===== src/sv/sac_lfu_pkg.sv =====
package sac_lfu_pkg;

  localparam int MAX_WAYS   = 8;
  localparam int WAY_BITS   = 3;
  localparam int MAX_SETS   = 1024;
  localparam int SET_BITS   = 10;
  localparam int ENTRY_BITS = SET_BITS + WAY_BITS;
  localparam int COUNT_BITS = 32;
  localparam int ADDR_BITS  = 64;
  localparam int TAG_BITS   = 64;
  localparam int CFG_IDX_BITS  = 2;
  localparam int CFG_DATA_BITS = 6;
  localparam int OUT_BITS      = 8;

  // register indexes
  localparam logic [CFG_IDX_BITS-1:0] CFG_CACHE_SIZE = 2'd0;
  localparam logic [CFG_IDX_BITS-1:0] CFG_WAYS       = 2'd1;
  localparam logic [CFG_IDX_BITS-1:0] CFG_BLOCK_SIZE = 2'd2;

  localparam logic [5:0] CACHE_SIZE_RST = 6'd15;
  localparam logic [1:0] WAYS_RST       = 2'd2;
  localparam logic [3:0] BLOCK_SIZE_RST = 4'd5;

  localparam logic [COUNT_BITS-1:0] COUNT_MAX = {COUNT_BITS{1'b1}};

  typedef enum logic [1:0] {
    ST_CLEAR,
    ST_IDLE,
    ST_SCAN,
    ST_UPDATE
  } state_e;

  typedef struct packed {
    logic                accept;
    logic                rd_en;
    logic [WAY_BITS-1:0] rd_way;
    logic                eval;
    logic                eval_first;
    logic                commit;
    logic                clr_en;
    logic [SET_BITS-1:0] clr_set;
  } dp_cmd_t;

  typedef struct packed {
    logic              out_free;
    logic [WAY_BITS:0] num_ways;
  } dp_status_t;

endpackage


===== src/sv/sac_lfu_ctrl.sv =====
module sac_lfu_ctrl (
  input  logic                   clk_i,
  input  logic                   rst_ni,
  input  logic                   in_valid_i,
  output logic                   in_ready_o,
  input  sac_lfu_pkg::dp_status_t status_i,
  output sac_lfu_pkg::dp_cmd_t    cmd_o
);

  sac_lfu_pkg::state_e state_q, state_d;
  logic [sac_lfu_pkg::WAY_BITS:0]   way_q, way_d;
  logic [sac_lfu_pkg::SET_BITS-1:0] clr_q, clr_d;

  always_ff @(posedge clk_i or negedge rst_ni) begin
    if (!rst_ni) begin
      state_q <= sac_lfu_pkg::ST_CLEAR;
      way_q   <= '0;
      clr_q   <= '0;
    end else begin
      state_q <= state_d;
      way_q   <= way_d;
      clr_q   <= clr_d;
    end
  end

  always_comb begin
    state_d    = state_q;
    way_d      = way_q;
    clr_d      = clr_q;
    in_ready_o = 1'b0;
    cmd_o      = '0;
    cmd_o.rd_way  = way_q[sac_lfu_pkg::WAY_BITS-1:0];
    cmd_o.clr_set = clr_q;
    unique case (state_q)
      sac_lfu_pkg::ST_CLEAR: begin
        cmd_o.clr_en = 1'b1;
        clr_d = clr_q + 1'b1;
        if (clr_q == sac_lfu_pkg::SET_BITS'(sac_lfu_pkg::MAX_SETS - 1)) begin
          state_d = sac_lfu_pkg::ST_IDLE;
        end
      end
      sac_lfu_pkg::ST_IDLE: begin
        in_ready_o   = 1'b1;
        cmd_o.accept = in_valid_i;
        way_d        = '0;
        if (in_valid_i) begin
          state_d = sac_lfu_pkg::ST_SCAN;
        end
      end
      sac_lfu_pkg::ST_SCAN: begin
        // read way k while judging way k-1
        cmd_o.rd_en      = (way_q < status_i.num_ways);
        cmd_o.eval       = (way_q != '0);
        cmd_o.eval_first = (way_q == (sac_lfu_pkg::WAY_BITS+1)'(1));
        way_d            = way_q + 1'b1;
        if (way_q == status_i.num_ways) begin
          state_d = sac_lfu_pkg::ST_UPDATE;
        end
      end
      sac_lfu_pkg::ST_UPDATE: begin
        cmd_o.commit = status_i.out_free;
        if (status_i.out_free) begin
          state_d = sac_lfu_pkg::ST_IDLE;
        end
      end
      default: begin
        state_d = sac_lfu_pkg::ST_IDLE;
      end
    endcase
  end

endmodule


===== config.mk =====
export PLATFORM = sky130hd
export DESIGN_NAME = sac_lfu_ctrl
export DESIGN_NICKNAME = d
export VERILOG_FILES = /design/src/sv/sac_lfu_pkg.sv /design/src/sv/sac_lfu_ctrl.sv
export SDC_FILE = /design/constraint.sdc
export NUM_CORES = 1
export LEC_CHECK = 0
export ABC_AREA = 1
export BUFFER_PORTS_ARGS = -buffer_cell sky130_fd_sc_hd__clkbuf_2
export CORE_UTILIZATION = 45
export CTS_CLUSTER_DIAMETER = 50
export DETAILED_ROUTE_END_ITERATION = 12
export PLACE_DENSITY = 0.7
export SLEW_MARGIN = 0
export SYNTH_ARGS = -nofsm -noshare
export SYNTH_HDL_FRONTEND = slang
export SYNTH_SLANG_ARGS = --single-unit

===== constraint.sdc =====
create_clock -name clk_i -period 3.7 [get_ports clk_i]
set_input_delay 0.74 -clock clk_i [delete_from_list [all_inputs] [get_ports clk_i]]
set_output_delay 0.74 -clock clk_i [all_outputs]
set_load 0.01 [all_outputs]

==> results of run 1 <==
==> how the worst min path moves through the flow <==
| stage | slack (ns) | end | start |
|---|---|---|---|
| after floorplan | 0.44 | clr_q[0] | rst_ni |
| after detailed placement | 0.49 | clr_q[4] | clr_q[4] |
| after global placement | 0.48 | clr_q[4] | clr_q[4] |
| after CTS | 0.37 | clr_q[8] | rst_ni |
| after global routing | 0.39 | way_q[2] | rst_ni |
| final | 0.37 | state_q[1] | rst_ni |
==> layout make-up <==
cell class | count | area, sq um
inverter | 20 | 75.07
fill | 187 | 877.1
sequential | 16 | 400.4
tap | 27 | 33.78
clock buffer | 3 | 22.52
multi-input combinational | 80 | 518.0
timing repair buffer | 27 | 135.1
==> state kept, by name (all words and copies together), names as in the netlist <==
| signal | flops |
|---|---|
| clr_q | 10 |
| way_q | 4 |
| state_q | 2 |
==> power by group through the flow <==
stage	clock network [uW]	registers [uW]	logic, uW
after floorplan	0	178	3.50
after global placement	0	178	10.8
after detailed placement	0	178	11.4
after CTS	94.1	175	11.4
after global routing	99.4	175	13.4
final	89.6	175	11.0
==> metrics by stage <==
step | std cells | total power [uW] | util (%) | setup slack, ns | area [sq um]
after floorplan | 121 | 181.7 | - | 1.592 | 1032
after global placement | 170 | 189.0 | 56.37 | 1.426 | 1162
after detailed placement | 170 | 189.6 | 56.37 | 1.400 | 1162
after CTS | 173 | 280.2 | 57.46 | 1.396 | 1185
after global routing | 173 | 287.6 | 57.46 | 1.350 | 1185
final | 173 | 275.3 | 57.46 | 1.397 | 1185
==> layout by cell type, fill, tap and decap left out <==
master    count
xnor2_1       4
o21ai_0       3
inv_1        20
dfrtp_1      16
ha_1         12
xor2_1        4
nor2_1        9
o22ai_1       1
and3_1        1
nand2_2       1
nor2_4        1
nor2_2        1
clkbuf_4      3
nand3_1       7
a211oi_1      1
o21ai_1       1
nand3b_4      1
nand2_4       1
nand4_1       1
nand2_1      26
clkbuf_2     27
a21oi_1       4
o211a_1       1
==> worst reg2reg max path: cells and delay by family (launching register included) <==
family | cells | cell delay (ns)
and+or+nand+nor | 2 | 0.29
buffers and inverters | 2 | 0.22
xor gates and xnor gates | 1 | 0.13
DFF | 1 | 0.42
adders and majority gates | 1 | 0.38
==> cell usage after synthesis (all sizes together) <==
master  instances  area share, %
buf             5            3.8
nand4           1           0.61
o22ai           1           0.61
nor2           11            5.0
o211a           1           0.97
xnor2           4            3.4
xor2            4            3.4
a21oi           4            1.9
ha             12             15
inv            20            7.3
o21ai           4            1.9
nand3           7            3.4
nand2          28             11
a211oi          1           0.73
and3            1           0.61
nand3b          1            1.9
dfrtp          16             39
==> logic make-up after synthesis <==
logic type,after synthesis,share of synthesized area (%)
compound gates,11,6.182
simple gates,49,22.67
xor+xnor,8,6.787
flops,16,38.79
buf+inv,25,11.03
fa+ha+maj,12,14.55
==> routing by layer <==
layer  track usage [%]  up-vias  wire (microns)
met5                 0        -               0
met4             2.857        0               7
met3             6.481        2              77
met2             29.73       16             876
met1             21.31      392             820
li1                  -      427               -
==> impl_metrics.py, run 1 <==
metrics = {
    "power": {
        "p_sw_share_pct": 21.25,
        "power_switching_uw": 58.48,
        "p_leak_uw": 0.0007019,
        "p_comb_share_pct": 4.0,
        "ir_drop_uv": 205.2,
        "power_frac_seq_pct": 63.5,
        "p_per_area_mw_per_mm2": 232.3,
        "p_int_uw": 216.8,
        "clkPwrFrac_pct": 32.5,
    },
    "sta": {
        "fmax_mhz": 434.3,
        "min_period_over_period_pct": 62.23,
        "finalMaxSlewViolations": 0,
        "final.setup.tns_ns": 0,
        "rsz0062_at_grt": "false",
        "finalSetupViolCount": 0,
        "finalHoldViolCount": 0,
        "fin_worst_hold_slack_ns": 0.3668,
        "relSlewSlack_pct": 72.90,
        "tightest_slew_ns": 0.4065,
        "skew_ns": 0.003873,
        "finalCriticalPeriod_ns": 2.303,
    },
    "min_path": {
        "min_path_type": "input port to asynchronous set/reset pin",
    },
    "die": {
        "die-area_sq_mm": 0.002490,
        "rows": 16,
        "die_w_microns": 49.90,
        "start_util_pct": 50.06,
        "core_area_sq_mm": 0.002062,
        "boundaryPins": 28,
        "die_h_microns": 49.90,
    },
    "synth": {
        "ys_types": 24,
        "syn_area_per_cell_sq_um": 8.531,
        "netlist_instances": 121,
        "synth_nets": 141,
        "seq_area_frac_synth_pct": 38.79,
        "ys_ff_latch": 16,
        "synth_warnings": 0,
        "synth_area_sq_mm": 0.001032,
    },
    "detailed_routing": {
        "drt-total-wl_mm": 1.781,
        "ant_nets": 0,
        "via_per_inst": 4.838,
        "vias": 837,
        "wire_per_inst_microns": 10.29,
        "drtIter0Drc": 12,
        "drtPass1Iterations": 4,
        "drc": 0,
    },
    "place": {
        "dp_hpwl_mm": 1.431,
        "finalWeightedCongestion": 0.8302,
        "port_buffers": 27,
    },
    "global_routing": {
        "grt_max_degree": 17,
        "grt_first_pass_wirelength_mm": 3.298,
        "grt.total_usage_pct": 17.52,
        "overflow": 0,
        "antenna_found_initial": 0,
        "first_global_vias": 763,
    },
    "worst_setup_path": {
        "arrival_ns": 1.56,
        "start_kind": "input port",
        "required_ns": 2.96,
        "path_buf_inv": 3,
        "rr_endpoint": "clr_q[6]",
        "reg2reg_slack_ns": 2.14,
        "crit_type": "input port to output port",
        "critPathSlowestCell": "ha_1",
        "critPathCaptureType": "output port",
        "crit_top_cell": "clkbuf_2",
        "path_max_fanout": 2,
        "critical_path_depth": 6,
        "startpoint": "status_i[1]",
        "critPathTopFamily": "adder cells",
        "critPathCapture": "cmd_o[17]",
        "regToRegStartpoint": "state_q[1]",
        "r2r_cells": 6,
        "max_stage_delay_ns": 0.30,
        "worstPathCellList": "clkbuf_2 -> inv_1 -> ha_1 -> a21oi_1 -> o211a_1 -> clkbuf_2",
    },
    "clocking": {
        "htree_levels": 1,
        "cts_tree": "yes",
        "clk_latency_ns": 0.28,
        "clock-root-buffer": "clkbuf_4",
        "cts.repair.resized": 0,
        "clk_path_buf_depth": 2,
        "clk_pin_slew_ns": 0.09,
        "postCtsSetupBuffers": 0,
        "cts_hold_buf": 0,
        "cts_made_buffers": 3,
        "cts_num_sinks": 16,
    },
    "outcome": {
        "outcome": "complete, no violations",
    },
    "cells_and_area": {
        "drive_gt1_share_pct": 23.97,
        "syn2layout_area_growth_pct": 14.79,
        "final_nets": 168,
        "n_antenna_cell": 0,
    },
    "flow_run": {
        "maxCapViolCount": 0,
    },
}
(Power assumes the default switching activity.)
==> inputs of run 2 (changes only) <==
--- a/config.mk
+++ b/config.mk
@@ -10,7 +10,7 @@
 export CORE_UTILIZATION = 45
 export CTS_CLUSTER_DIAMETER = 50
 export DETAILED_ROUTE_END_ITERATION = 12
-export PLACE_DENSITY = 0.7
+export PLACE_DENSITY = 0.73
 export SLEW_MARGIN = 0
 export SYNTH_ARGS = -nofsm -noshare
 export SYNTH_HDL_FRONTEND = slang
==> constraint.sdc (replaced) <==
create_clock -name clk_i -period 2 [get_ports clk_i]
set_input_delay 0.4 -clock clk_i [delete_from_list [all_inputs] [get_ports clk_i]]
set_output_delay 0.4 -clock clk_i [all_outputs]
set_load 0.01 [all_outputs]
==> run 2 against run 1 <==
- core utilization is the same
- global-route usage is 1.0 points lower
- combinational power grew 85%
- final cell count stayed put
- clock power grew 84%
- design area unchanged
- critical path depth is the same
- sequential cell count did not move
- highest routed layer is now met3
==> impl_metrics.py, run 2 (synthesis gave the netlist of run 1 again) <==
metrics = {
    "worst_setup_path": {
        "r2r_cells": 6,
        "crit_top_cell": "inv_1",
        "critPathSlowestCell": "dfrtp_1",
        "reg2reg_slack_ns": 0.45,
        "start_kind": "flip-flop",
        "critPathCaptureType": "output port",
        "worstPathCellList": "inv_1 -> ha_1 -> inv_1 -> nor2_1 -> o211a_1 -> clkbuf_2",
        "arrival_ns": 1.46,
        "path_max_fanout": 6,
        "crit_type": "flip-flop to output port",
        "startpoint": "state_q[0]",
        "rr_endpoint": "clr_q[6]",
        "regToRegStartpoint": "state_q[0]",
        "max_stage_delay_ns": 0.42,
        "required_ns": 1.60,
    },
    "place": {
        "finalWeightedCongestion": 0.8393,
        "dp.cells": 170,
        "port_buffers": 27,
        "dp_hpwl_mm": 1.415,
    },
    "detailed_routing": {
        "via_per_inst": 4.618,
        "drt-total-wl_mm": 1.738,
        "ant_nets": 0,
        "wl_met3_microns": 85,
        "wl_met2_microns": 791,
        "vias": 799,
        "drtPass1Iterations": 2,
        "wire_per_inst_microns": 10.05,
        "drtIter0Drc": 10,
        "drc": 0,
        "topRoutingLayerUsed": "met3",
        "met1_length_microns": 861,
    },
    "power": {
        "p_per_area_mw_per_mm2": 429.1,
        "ir_drop_uv": 365.1,
        "p_leak_uw": 0.0007019,
        "finalPower_uw": 508.5,
    },
    "cells_and_area": {
        "n_antenna_cell": 0,
        "final_cell_mix": "clkbuf_2, nand2_1, inv_1, dfrtp_1, ha_1",
        "largest_register_ffs": 10,
        "mostFrequentLayoutCell": "clkbuf_2",
        "final_cells": 173,
        "final_nets": 168,
        "drive_gt1_share_pct": 23.97,
        "reg_top3": "clr_q (10), way_q (4), state_q (2)",
        "regMostFlops": "clr_q",
        "syn2layout_area_growth_pct": 14.79,
    },
    "global_routing": {
        "first_global_vias": 744,
        "grt.total_usage_pct": 16.51,
        "grt_first_pass_wirelength_mm": 3.160,
        "overflow": 0,
        "antenna_found_initial": 0,
        "grt_max_degree": 17,
    },
    "sta": {
        "min_period_over_period_pct": 92.88,
        "final.setup.tns_ns": 0,
        "tightest_slew_ns": 0.4020,
        "finalSetupViolCount": 0,
        "finalMaxSlewViolations": 0,
        "relSlewSlack_pct": 73.20,
        "skew_ns": 0.003325,
        "finalHoldViolCount": 0,
        "rsz0062_at_grt": "false",
        "fmax_mhz": 538.3,
        "finalCriticalPeriod_ns": 1.858,
    },
    "clocking": {
        "cts_num_sinks": 16,
        "htree_levels": 1,
        "postCtsSetupBuffers": 0,
        "cts_tree": "yes",
        "cts_made_buffers": 3,
        "clk_path_buf_depth": 2,
        "clk_pin_slew_ns": 0.09,
        "clock-root-buffer": "clkbuf_4",
        "clk_latency_ns": 0.28,
        "cts_hold_buf": 0,
        "cts.repair.resized": 0,
    },
    "die": {
        "die_w_microns": 49.90,
        "die_h_microns": 49.90,
        "core_area_sq_mm": 0.002062,
        "start_util_pct": 50.06,
        "boundaryPins": 28,
        "die-area_sq_mm": 0.002490,
        "rows": 16,
    },
    "flow_run": {
        "maxCapViolCount": 0,
    },
    "min_path": {
        "min_path_type": "input port to asynchronous set/reset pin",
    },
    "outcome": {
        "outcome": "complete, no violations",
    },
}
[run 2: worst max-delay path by stage]
| stage | end | slack, ns | cells after the start |
|---|---|---|---|
| after floorplan | cmd_o[17] | 0.57 | 4 |
| after global placement | cmd_o[17] | 0.41 | 6 |
| after detailed placement | cmd_o[17] | 0.37 | 6 |
| after CTS | cmd_o[17] | 0.12 | 6 |
| after global routing | cmd_o[17] | 0.002 | 6 |
| final | cmd_o[17] | 0.14 | 6 |
[run 2: cell type report]
class	count	area (sq um)
inverter	20	75.07
multi-input combinational	80	518.0
fill	184	877.1
sequential	16	400.4
timing repair buffer	27	135.1
tap	27	33.78
clock buffer	3	22.52
[run 2: critical path: cells and delay by family, from the launching register on]
family,cells,cell delay (ns)
buf+inv,3,0.32
compound gates,1,0.14
fa+ha+maj,1,0.18
simple gates,1,0.10
flops,1,0.42
[run 2: per-stage QoR]
step	setup WS, ns	instance area [sq um]	hold slack [ns]	utilization, %
floorplan	0.5723	1032	0.1044	-
global placement	0.4080	1162	0.3376	56.37
detailed placement	0.3711	1162	0.3467	56.37
CTS	0.1222	1185	0.03280	57.46
global route	0.001946	1185	0.04157	57.46
finish	0.1424	1185	0.02634	57.46
[run 2: layer usage]
layer	vias up	GRT usage (%)
met4	0	1.429
met2	14	27.48
li1	430	-
met5	-	0
met1	355	21.43
met3	0	5.556
[run 2: report_power, final]
part / internal (uW) / switching, uW / total [uW] / leakage (uW)
Sequential: 323 / 0 / 323 / 0.000209
Combinational: 7.98 / 12.4 / 20.4 / 0.000479
Clock: 69.9 / 95.0 / 165 / 0.0000138
